**config.mk**
```make
export PLATFORM = sky130hd
export DESIGN_NAME = sfir_fifo
export DESIGN_NICKNAME = d
export VERILOG_FILES = /design/src/rtl/sfir_pkg.sv /design/src/rtl/sfir_fifo.sv
export SDC_FILE = /design/constraint.sdc
export NUM_CORES = 1
export LEC_CHECK = 0
export ABC_AREA = 1
export BUFFER_PORTS_ARGS = -buffer_cell sky130_fd_sc_hd__buf_2
export CORE_MARGIN = 2
export CORE_UTILIZATION = 45
export DETAILED_ROUTE_END_ITERATION = 12
export GPL_TIMING_DRIVEN = 0
export HOLD_SLACK_MARGIN = 0.12
export MAX_ROUTING_LAYER = met4
export PLACE_DENSITY_LB_ADDON = 0.2
export SLEW_MARGIN = 20
export SYNTH_ARGS = -nofsm -noshare
export SYNTH_HDL_FRONTEND = slang
export SYNTH_SLANG_ARGS = --single-unit
```
**constraint.sdc**
```tcl
create_clock -name clk -period 2 [get_ports clk]
set_input_delay 0.4 -clock clk [delete_from_list [all_inputs] [get_ports clk]]
set_output_delay 0.4 -clock clk [all_outputs]
set_load 0.02 [all_outputs]
```
**src/rtl/sfir_pkg.sv**
```systemverilog
// Shared types and constants for the strided vertical FIR.
`default_nettype none
package sfir_pkg;

  localparam int TAPS_DEF      = 7;
  localparam int SLICE_MAX_DEF = 1024;

  localparam int SAMPLE_W    = 16;
  localparam int COEF_W      = 16;
  localparam int ENTRY_W     = SAMPLE_W + 1;
  localparam int PROD_W      = SAMPLE_W + COEF_W;
  localparam int OUT_W       = 34;
  localparam int SLICE_LEN_W = 11;
  localparam int CFG_IDX_W   = 3;
  localparam int CFG_DATA_W  = 16;

  // Queue depths between front and back, and ahead of the result ports.
  localparam int MID_DEPTH = 4;
  localparam int OUT_DEPTH = 8;

  typedef enum logic [CFG_IDX_W-1:0] {
    REG_SLICE_LENGTH = 3'd0,
    REG_COEF_0       = 3'd1,
    REG_COEF_1       = 3'd2,
    REG_COEF_2       = 3'd3,
    REG_COEF_3       = 3'd4,
    REG_COEF_4       = 3'd5,
    REG_COEF_5       = 3'd6,
    REG_COEF_6       = 3'd7
  } reg_index_t;

  typedef struct packed {
    logic                  en;
    reg_index_t            index;
    logic [CFG_DATA_W-1:0] data;
  } cfg_wr_t;

endpackage
`default_nettype wire

```
**src/rtl/sfir_fifo.sv**
```systemverilog
// Small show-ahead queue built from registers.
`default_nettype none
module sfir_fifo import sfir_pkg::*; #(
  parameter int WIDTH = 8,
  parameter int DEPTH = 4
) (
  input  wire logic                       clk,
  input  wire logic                       rst,
  input  wire logic                       push,
  input  wire logic [WIDTH-1:0]           wdata,
  input  wire logic                       pop,
  output logic      [WIDTH-1:0]           rdata,
  output logic                            empty,
  output logic      [$clog2(DEPTH+1)-1:0] count
);

  localparam int AW = (DEPTH > 1) ? $clog2(DEPTH) : 1;
  localparam int CW = $clog2(DEPTH + 1);

  logic [WIDTH-1:0] slots [DEPTH];
  logic [AW-1:0]    wr_ptr;
  logic [AW-1:0]    rd_ptr;
  logic             full;
  logic             do_push;
  logic             do_pop;

  assign empty   = (count == '0);
  assign full    = (count == CW'(DEPTH));
  assign do_push = push && !full;
  assign do_pop  = pop && !empty;
  assign rdata   = slots[rd_ptr];

  always_ff @(posedge clk) begin
    if (rst) begin
      wr_ptr <= '0;
      rd_ptr <= '0;
      count  <= '0;
    end else begin
      if (do_push) begin
        wr_ptr <= (wr_ptr == AW'(DEPTH - 1)) ? '0 : wr_ptr + AW'(1);
      end
      if (do_pop) begin
        rd_ptr <= (rd_ptr == AW'(DEPTH - 1)) ? '0 : rd_ptr + AW'(1);
      end
      count <= count + CW'(do_push) - CW'(do_pop);
    end
  end

  always_ff @(posedge clk) begin
    if (do_push) begin
      slots[wr_ptr] <= wdata;
    end
  end

`ifndef SYNTHESIS
  // Credit logic upstream must never push into a full queue.
  a_no_overflow: assert property (@(posedge clk) disable iff (rst) push |-> !full)
    else $error("push into full queue");
  a_count_bounded: assert property (@(posedge clk) disable iff (rst) count <= CW'(DEPTH))
    else $error("queue count beyond depth");
`endif

endmodule
`default_nettype wire

```
Word-level counts from Yosys, hierarchy flattened --
Memories as Yosys holds them, arrays and structs flattened. A register that Yosys moved wholly into a read port is not among the register bits. Index checks and enable logic that the tools add are counted.
Storage, ports and cells: input bits 12, output and inout bits 12, word-level logic and storage cells 22, memories kept 1, memory bits (writable) 32, flip-flop bits (word level) 7
Operators by class: reductions and logical operators 5, equality and inequality tests 3, add/subtract/negate cells 4, multiplexer cells 6
Memories:
- slots | depth 4, bits a word 8, rd ports 1, clocked after memory_dff 1, wr ports 1, line sfir_fifo.sv:20 | logic [WIDTH-1:0] slots [DEPTH];
Operator list (number):
- $mux 2 | 4
- $add 2x1->2 const B | 2
- $eq 2x2->1 const B | 2
- $add 3x1->3 | 1
- $eq 3x3->1 const B | 1
- $logic_not 3->1 | 1
- $sub 3x1->3 | 1
- $logic_and 1x1->1 | 2
- $logic_not 1->1 | 2
- $mux 1 | 2

Logic depth before layout (Yosys ltp) --
Gate-level depths: netlist of run 1.
depth after elaboration 5, mapped depth 11, mapped depth without buffers 11

Worst setup path before layout of run 1 --
OpenSTA, ideal clock, no wires.
path kind register to register, start register count[1], end register count[2], clock period less this slack 1.980 ns, path buffers 0, arrival 1.867 ns, setup slack 0.020 ns, required time 1.887 ns, stages on the path, launching flop included 11, cells stage by stage dfxtp_1 -> nor2_1 -> nand2_1 -> inv_1 -> nor2_1 -> ha_1 -> inv_1 -> ha_1 -> fa_1 -> nor2_1 -> nor2_1
RTL lines:
- start: declaration | line sfir_fifo.sv:14 | output logic [$clog2(DEPTH+1)-1:0] count
- start signal: assignment | line sfir_fifo.sv:45 | count <= count + CW'(do_push) - CW'(do_pop);
- $logic_not 3->1 | line sfir_fifo.sv:27 | assign empty = (count == '0);
- net empty | line sfir_fifo.sv:13 | output logic empty,
- $logic_not 1->1 | line sfir_fifo.sv:30 | assign do_pop = pop && !empty;
- $logic_and 1x1->1 | line sfir_fifo.sv:30
- $sub 3x1->3 | line sfir_fifo.sv:45
The timed path passes the listed nets, and every way through them passes these cells. A chain may end at the register's enable or synchronous reset.

Worst setup path in the final report of run 1 --
start register count[1], end register count[2]
Between the ends: cells in the longest elaborated chain, start to end 5
RTL lines:
- $eq 3x3->1 | line sfir_fifo.sv:28 | assign full = (count == CW'(DEPTH));
- $logic_not 1->1 | line sfir_fifo.sv:29 | assign do_push = push && !full;
- $logic_and 1x1->1 | line sfir_fifo.sv:29
- $add 3x1->3 | line sfir_fifo.sv:45
- $sub 3x1->3 (*) | line sfir_fifo.sv:45
Every way passes the cells marked *; elsewhere a longest branch is shown, timed or not.

==> results of run 1 <==
[sequential cells by signal (all words and copies together), names as in the netlist, named ones only]
signal / cells
wr_ptr: 2
count: 3
rd_ptr: 2
slots: 32
[power breakdown]
group	leakage [nW]	internal, mW	switching [mW]
registers	0.368	1.07	0.102
logic	0.371	0.341	0.617
clock network	0.0585	0.406	0.257
[cells by family (layout without fill, tap and decap cells)]
| family | after synthesis | count (layout) |
|---|---|---|
| xor+xnor | 1 | 1 |
| flops | 41 | 41 |
| compound gates | 27 | 27 |
| buf+inv | 19 | 50 |
| fa+ha+maj | 8 | 8 |
| simple gates | 46 | 46 |
[worst min path at each step]
stage	end	slack [ns]
floorplan	count[0]	0.47
global placement	rd_ptr[1]	0.51
detailed placement	rd_ptr[1]	0.52
CTS	count[0]	0.29
global route	count[1]	0.29
finish	count[1]	0.30
[cells in the final DEF, fill, tap and decap left out]
master     Yosys  final
inv_1         16     16
nand2_2        1      2
o21ai_0       12     12
buf_2          0     23
clkbuf_1       0      1
nor2_2         0      1
xnor2_1        1      1
or2_2          1      1
buf_6          2      2
o22ai_1        8      8
a21oi_1        3      3
fa_1           1      1
inv_2          1      1
dfxtp_2        0      1
nor2_1        32     31
nand3_1        1      1
ha_1           7      7
nand3b_1       2      2
bufinv_16      0      1
nand2_1        9      8
clkbuf_8       0      6
o21ai_2        3      3
o21ai_1        1      1
edfxtp_1      32     32
dfxtp_1        9      8
[area by class of cell]
cell class                 count  area [µm²]
buffer                         2        22.5
clock buffer                   7        86.3
clock inverter                 1        30.0
fill                         334        1650
inverter                      17        63.8
multi-input combinational     82         464
sequential                    41        1140
tap                           48        60.1
timing repair buffer          23         115
[per-layer routing]
| layer | GRT usage [%] | vias to the layer above | wire length, µm |
|---|---|---|---|
| li1 | - | 544 | - |
| met5 | - | - | 0 |
| met3 | 5.65 | 5 | 140 |
| met2 | 26.7 | 26 | 1580 |
| met4 | 6.25 | 0 | 50 |
| met1 | 17.2 | 489 | 1210 |
==> results.yml, run 1 <==
clock_network:
  cts_tree: "done"
  root_buffer: "clkbuf_8"
  cts_setup_buffers: 0
  clk_pin_slew_ns: 0.07
  htree_levels: 2
  post_cts_resized: 0
  cts_num_sinks: 41
  cts_buffers: 5
  cts-hold-fix-buffers: 0
  clock_latency_ns: 0.29
  clk_path_buf_depth: 2
logic_synthesis:
  yosysSeqAreaShare_pct: 67.7
  async_flop_share_pct: 0
  syn_nets: 162
  synthSimpleGateAreaFrac_pct: 11.1
  synth_mux_area_share_pct: 0
  syn_inst: 142
  synth-edff-count: 32
  synth_area_leader_cell: "edfxtp_1"
  synthFlopType: "edfxtp_1"
  synth_top_family_by_area: "simple AND/OR/NAND/NOR gates"
  avgSynthCellArea_um2: 11.9
  synth_common_cells: "edfxtp_1 (32), nor2_1 (32), inv_1 (16)"
  ys_seq_elements: 41
  synth_xor_area_share_pct: 0.519
  post_synth_num_cell_types: 19
  synthTopCellsByArea: "edfxtp_1 (57%), dfxtp_1 (11%), nor2_1 (7.1%), ha_1 (5.2%), o21ai_0 (3.6%)"
  synth_top_area_share_pct: 57.0
  synth_compound_gate_area_share_pct: 9.27
  netlist_area_um2: 1690
  synthAdderAreaFrac_pct: 6.38
  yosysWarnings: 0
setup_path:
  crit_top_cell: "nor2_1"
  cp_max_fo: 5
  r2r_end: "count[2]"
  worstSetupPathDepth: 10
  crit_chain: "nor2_2 > nand2_2 > inv_1 > nor2_1 > ha_1 > inv_1 > ha_1 > fa_1 > nor2_1 > nor2_1"
  end_kind: "flop"
  path_class: "reg -> reg"
  rrSetupSlack_ns: 0.12
  crit_slowest_cell: "fa_1"
  r2r_cells: 10
  cp_slowest_stage_delay_ns: 0.39
  crit_required_ns: 2.18
  crit_buf_inv: 2
  start_kind: "flop"
  r2r_start: "count[1]"
  crit_end: "count[2]"
  cp-startpoint: "count[1]"
  path_delay_family: "adder cells"
  crit_arrival_ns: 2.06
sta:
  setup_violations: 0
  skew_ns: 0.00597
  post-route-period-util_pct: 94.0
  setup_tns_ns: 0
  fmax_mhz: 532
  whs_ns: 0.296
  max_slew_margin_pct: 45.1
  final.min_clock_period_ns: 1.88
  final_max_slew_viol_count: 0
  setup_slack_ns: 0.121
  tightest_slew_ns: 0.820
  hold_viol_final: 0
power:
  ir_drop_mv: 0.929
  p_leak_nw: 0.798
  finalPower_mw: 2.79
  powerDensity_nw_per_um2: 1410
floorplan:
  initial_core_util_pct: 46.4
  die_h_um: 65.2
  io_pins: 24
  die_x_um: 65.2
  die-area_um2: 4250
  core-area_um2: 3630
  num_rows: 22
grt:
  track_usage_pct: 15.9
  grt_pass1_wl_um: 4700
  antenna_found_initial: 0
  grt_max_degree: 13
  grt_pass1_vias: 1015
  gr-total-overflow: 0
drt:
  wirelength_um: 2980
  wl_per_cell_um: 13.5
  initialDrtViolationCount: 58
  num_vias: 1064
  drc: 0
  firstDrtPassIters: 4
  detail-route-antenna-nets: 0
  vias_per_cell: 4.81
hold_path:
  holdPathStages: 2
  holdCritPathClass: "in -> reg"
  min_from: "rst"
cells_and_area:
  fin_area_um2: 1980
  stdcell_count: 221
  layout-drive-gt1-share_pct: 23.7
  fin_util_pct: 54.6
  layout.nets: 192
  area_delta_synth_final_pct: 17.7
  insertedDiodeCount: 0
placement:
  placed_cells: 213
  numPortBuffers: 23
  gp_congestion: 0.705
  post-place-ws_ns: 0.0837
  dpl.hpwl_um: 2060
  placed_area_um2: 1860
run_status:
  status: "finished clean"
job:
  drv_cap: 0
No activity file was read; power rests on OpenSTA's default activity.
==> run 2: changes to the inputs <==
--- a/config.mk
+++ b/config.mk
@@ -7,13 +7,14 @@
 export LEC_CHECK = 0
 export ABC_AREA = 1
 export BUFFER_PORTS_ARGS = -buffer_cell sky130_fd_sc_hd__buf_2
+export CELL_PAD_IN_SITES_DETAIL_PLACEMENT = 1
+export CELL_PAD_IN_SITES_GLOBAL_PLACEMENT = 2
 export CORE_MARGIN = 2
-export CORE_UTILIZATION = 45
+export CORE_UTILIZATION = 37
 export DETAILED_ROUTE_END_ITERATION = 12
 export GPL_TIMING_DRIVEN = 0
 export HOLD_SLACK_MARGIN = 0.12
-export MAX_ROUTING_LAYER = met4
-export PLACE_DENSITY_LB_ADDON = 0.2
+export PLACE_DENSITY = 0.77
 export SLEW_MARGIN = 20
 export SYNTH_ARGS = -nofsm -noshare
 export SYNTH_HDL_FRONTEND = slang
==> results.yml, run 2 (synthesized netlist as in run 1, its figures left out) <==
setup_path:
  r2r_cells: 10
  r2r_end: "count[1]"
  end_kind: "flop"
  start_kind: "flop"
  cp_max_fo: 5
  rrSetupSlack_ns: 0.13
  path_class: "reg -> reg"
  crit_arrival_ns: 2.09
  r2r_start: "count[1]"
  crit_required_ns: 2.22
run_status:
  status: "finished clean"
cells_and_area:
  multiInputGateArea_um2: 484
  largest_registers: "slots: 32 flops, count: 3 flops"
  fillers: 484
  layout-drive-gt1-share_pct: 26.6
  mostFrequentLayoutCell: "edfxtp_1"
  largest_reg_flops: 32
  fin_area_um2: 1980
  insertedDiodeCount: 0
  largest-register: "slots"
  seq_area_um2: 1140
  area_delta_synth_final_pct: 17.3
  layout.nets: 192
  final_cell_mix: "edfxtp_1 (32), nor2_1 (31), buf_2 (23)"
floorplan:
  num_rows: 24
  initial_core_util_pct: 38.5
  io_pins: 24
  die_x_um: 71.5
  die_h_um: 71.5
  die-area_um2: 5110
  core-area_um2: 4380
hold_path:
  holdPathStages: 2
  min_from: "rst"
  hold_end: "count[1]"
  holdCritPathClass: "in -> reg"
placement:
  numPortBuffers: 23
  gp_congestion: 0.724
  placed_area_um2: 1870
  post-place-ws_ns: 0.0496
  dpl.hpwl_um: 2480
grt:
  antenna_found_initial: 0
  grt_pass1_wl_um: 5760
  track_usage_pct: 15.2
  gr-total-overflow: 0
  grt_max_degree: 13
  grt_pass1_vias: 1209
power:
  powerDensity_nw_per_um2: 1370
  p_leak_nw: 0.790
  finalPower_mw: 2.71
  ir_drop_mv: 0.501
sta:
  post-route-period-util_pct: 93.7
  fmax_mhz: 533
  rsz0062_at_grt: "no"
  setup_slack_ns: 0.125
  max_slew_margin_pct: 46.1
  skew_ns: 0.00712
  setup_violations: 0
  hold_viol_final: 0
  final_max_slew_viol_count: 0
  setup_tns_ns: 0
  whs_ns: 0.294
  final.min_clock_period_ns: 1.87
  tightest_slew_ns: 0.805
clock_network:
  root_buffer: "clkbuf_8"
  clk_path_buf_depth: 2
  post_cts_resized: 0
  cts-hold-fix-buffers: 0
  clk_pin_slew_ns: 0.07
  clock_latency_ns: 0.29
  htree_levels: 2
  cts_buffers: 5
  cts_setup_buffers: 0
  cts_num_sinks: 41
  cts_tree: "done"
job:
  drv_cap: 0
drt:
  wirelength_um: 3480
  detail-route-antenna-nets: 0
  num_vias: 1114
  wl_per_cell_um: 15.5
  firstDrtPassIters: 4
  vias_per_cell: 4.95
  initialDrtViolationCount: 43
  drc: 0
-- run 2: cell types whose count changed in the layout (fill, tap and decap cells not counted) --
cell	previous run	this run
dfxtp_1	8	6
clkbuf_8	6	5
nand2_4	0	2
bufinv_16	1	0
dfxtp_2	1	3
clkinv_2	0	2
inv_2	1	2
inv_1	16	15
fa_1	1	0
nor2_4	0	1
nand2_1	8	7
fa_2	0	1
nand2_2	2	1
nor2_2	1	0
-- run 2: area by class of cell --
class	count	share of cell area, %
timing repair buffer	23	5.82
sequential	41	57.9
tap	52	3.29
clock buffer	6	3.67
multi-input combinational	82	24.5
inverter	17	3.23
clock inverter	2	0.506
buffer	2	1.14
-- run 2: worst max path at each step --
stage / from / end / slack (ns) / cells past startpoint
finish: count[1] / count[1] / 0.13 / 10
global route: count[1] / count[1] / 0.02 / 10
CTS: flop / rdata[5] / 0.04 / 4
detailed placement: count[1] / count[2] / 0.05 / 10
global placement: count[1] / count[2] / 0.12 / 10
floorplan: count[1] / count[2] / 0.02 / 10
-- run 2: through the flow --
step | std cells | util [%]
final | 225 | 45.1
after global routing | 225 | 45.1
after CTS | 225 | 44.5
after floorplan | 142 | -
after global placement | 217 | 42.6
after detailed placement | 217 | 42.6
-- run 2: metal layers --
| layer | vias to the layer above | part of all wire [%] | track usage, % |
|---|---|---|---|
| met2 | 23 | 55 | 27.8 |
| li1 | 543 | - | - |
| met1 | 543 | 40 | 16.4 |
| met3 | 5 | 4.7 | 4.78 |
| met5 | - | 0 | 0 |
| met4 | 0 | 0.89 | 5.24 |
-- run 2: where the power goes --
part	total [mW]	internal (mW)	switching (mW)
clock network	0.507	0.242	0.265
logic	1.02	0.363	0.657
registers	1.19	1.07	0.115
total	2.71	1.68	1.04
-- run 2: worst max-delay path, stage by stage (launching register included) --
cell and delay (ns):
dfxtp_2 0.35, nor2_4 0.15, nand2_4 0.08, inv_1 0.07, nor2_1 0.05, ha_1 0.26, inv_1 0.04, ha_1 0.18
fa_2 0.52, inv_1 0.04, nor2_1 0.08
==> run 3: changes to the inputs <==
--- a/config.mk
+++ b/config.mk
@@ -15,6 +15,7 @@
 export GPL_TIMING_DRIVEN = 0
 export HOLD_SLACK_MARGIN = 0.12
 export PLACE_DENSITY = 0.77
+export RECOVER_POWER = 25
 export SLEW_MARGIN = 20
 export SYNTH_ARGS = -nofsm -noshare
 export SYNTH_HDL_FRONTEND = slang
==> results.yml, run 3 (synthesized netlist as in run 1, its figures left out) <==
floorplan:
  num_rows: 24
  die_h_um: 71.5
  core-area_um2: 4380
  die-area_um2: 5110
  initial_core_util_pct: 38.5
  io_pins: 24
  die_x_um: 71.5
grt:
  track_usage_pct: 15.2
  grt_max_degree: 13
  grt_pass1_wl_um: 5760
  antenna_found_initial: 0
  grt_pass1_vias: 1209
  gr-total-overflow: 0
clock_network:
  clk_path_buf_depth: 2
  cts_buffers: 5
  clock_latency_ns: 0.29
  htree_levels: 2
  cts_tree: "done"
  clk_pin_slew_ns: 0.07
  cts_num_sinks: 41
  cts-hold-fix-buffers: 0
  root_buffer: "clkbuf_8"
setup_path:
  crit_arrival_ns: 2.09
  rrSetupSlack_ns: 0.13
  crit_top_cell: "inv_1"
  r2r_cells: 10
  cp_slowest_stage_delay_ns: 0.52
  crit_slowest_cell: "fa_2"
  r2r_start: "count[1]"
  crit_chain: "nor2_4 > nand2_4 > inv_1 > nor2_1 > ha_1 > inv_1 > ha_1 > fa_2 > inv_1 > nor2_1"
  cp_max_fo: 5
  start_kind: "flop"
  path_class: "reg -> reg"
  end_kind: "flop"
  r2r_end: "count[1]"
  crit_required_ns: 2.22
sta:
  post-route-period-util_pct: 93.7
  skew_ns: 0.00685
  rsz0062_at_grt: "no"
  setup_violations: 0
  setup_tns_ns: 0
  hold_viol_final: 0
  tightest_slew_ns: 0.839
  final.min_clock_period_ns: 1.87
  fmax_mhz: 533
  max_slew_margin_pct: 43.9
  final_max_slew_viol_count: 0
power:
  p_leak_nw: 0.773
  ir_drop_mv: 0.501
  powerDensity_nw_per_um2: 1380
placement:
  gp_congestion: 0.724
  numPortBuffers: 23
  dpl.hpwl_um: 2480
  placed_area_um2: 1870
cells_and_area:
  layout.nets: 192
  fillers: 486
  insertedDiodeCount: 0
  final_cell_mix: "edfxtp_1 (32), nor2_1 (31), buf_2 (17)"
  largest_reg_flops: 32
  area_delta_synth_final_pct: 16.8
  largest_registers: "slots: 32 flops, count: 3 flops"
  fin_area_um2: 1970
  mostFrequentLayoutCell: "edfxtp_1"
  layout-drive-gt1-share_pct: 23.1
  largest-register: "slots"
hold_path:
  holdCritPathClass: "in -> reg"
  hold_end: "count[1]"
  holdPathStages: 2
  min_from: "rst"
drt:
  wl_per_cell_um: 15.5
  wirelength_um: 3500
  detail-route-antenna-nets: 0
  drc: 0
  firstDrtPassIters: 5
  num_vias: 1116
  initialDrtViolationCount: 57
  vias_per_cell: 4.96
run_status:
  status: "finished clean"
job:
  drv_cap: 0
==> run 3: critical path: cells and delay by family (launching register included) <==
kind	cells	cell delay [ns]
adders and majority gates	3	0.96
buffers and inverters	3	0.15
DFF	1	0.35
and+or+nand+nor	4	0.36
==> run 3: worst max path at each step <==
stage | start | end | slack, ns
finish | count[1] | count[1] | 0.13
floorplan | count[1] | count[2] | 0.02
detailed placement | count[1] | count[2] | 0.05
global placement | count[1] | count[2] | 0.12
CTS | flop | rdata[5] | 0.04
global route | count[1] | count[1] | 0.02
==> run 3: per-layer routing <==
layer / global-route usage [%] / vias to the layer above / wire (µm)
li1: - / 543 / -
met1: 16.4 / 547 / 1420
met2: 27.8 / 21 / 1890
met3: 4.78 / 5 / 152
met4: 5.24 / 0 / 31
met5: 0 / - / 0
==> run 3: timing repair <==
item | 4_1_cts | 5_1_grt
gates resized for setup | 0 | 11
setup buffers | 0 | 0
setup endpoints to repair | 0 | 4
==> run 3: power by group <==
part	total, mW	internal [mW]	leakage, nW	switching (mW)
logic	1.02	0.361	0.360	0.658
registers	1.19	1.07	0.369	0.115
clock network	0.507	0.242	0.0450	0.265
==> run 3: metrics by stage <==
stage	hold slack, ns	cells	util (%)	setup WS [ns]	power (mW)
6_report	0.294	225	44.9	0.125	2.71
3_3_place_gp	0.510	217	42.6	0.116	2.13
4_1_cts	0.289	225	44.5	0.0384	2.69
5_1_grt	0.288	225	44.9	0.0163	2.91
2_1_floorplan	0.471	142	-	0.0200	1.84
3_5_place_dp	0.532	217	42.6	0.0496	2.18
==> run 3: cell type report <==
class	count	area, µm²	area share [%]
Buffer	2	22.5	1.14
Clock buffer	6	72.6	3.68
Clock inverter	2	10.0	0.508
Inverter	17	63.8	3.24
Multi-Input combinational cell	82	484	24.6
Sequential cell	41	1140	58.1
Tap cell	52	65.1	3.30
Timing Repair Buffer	23	108	5.46
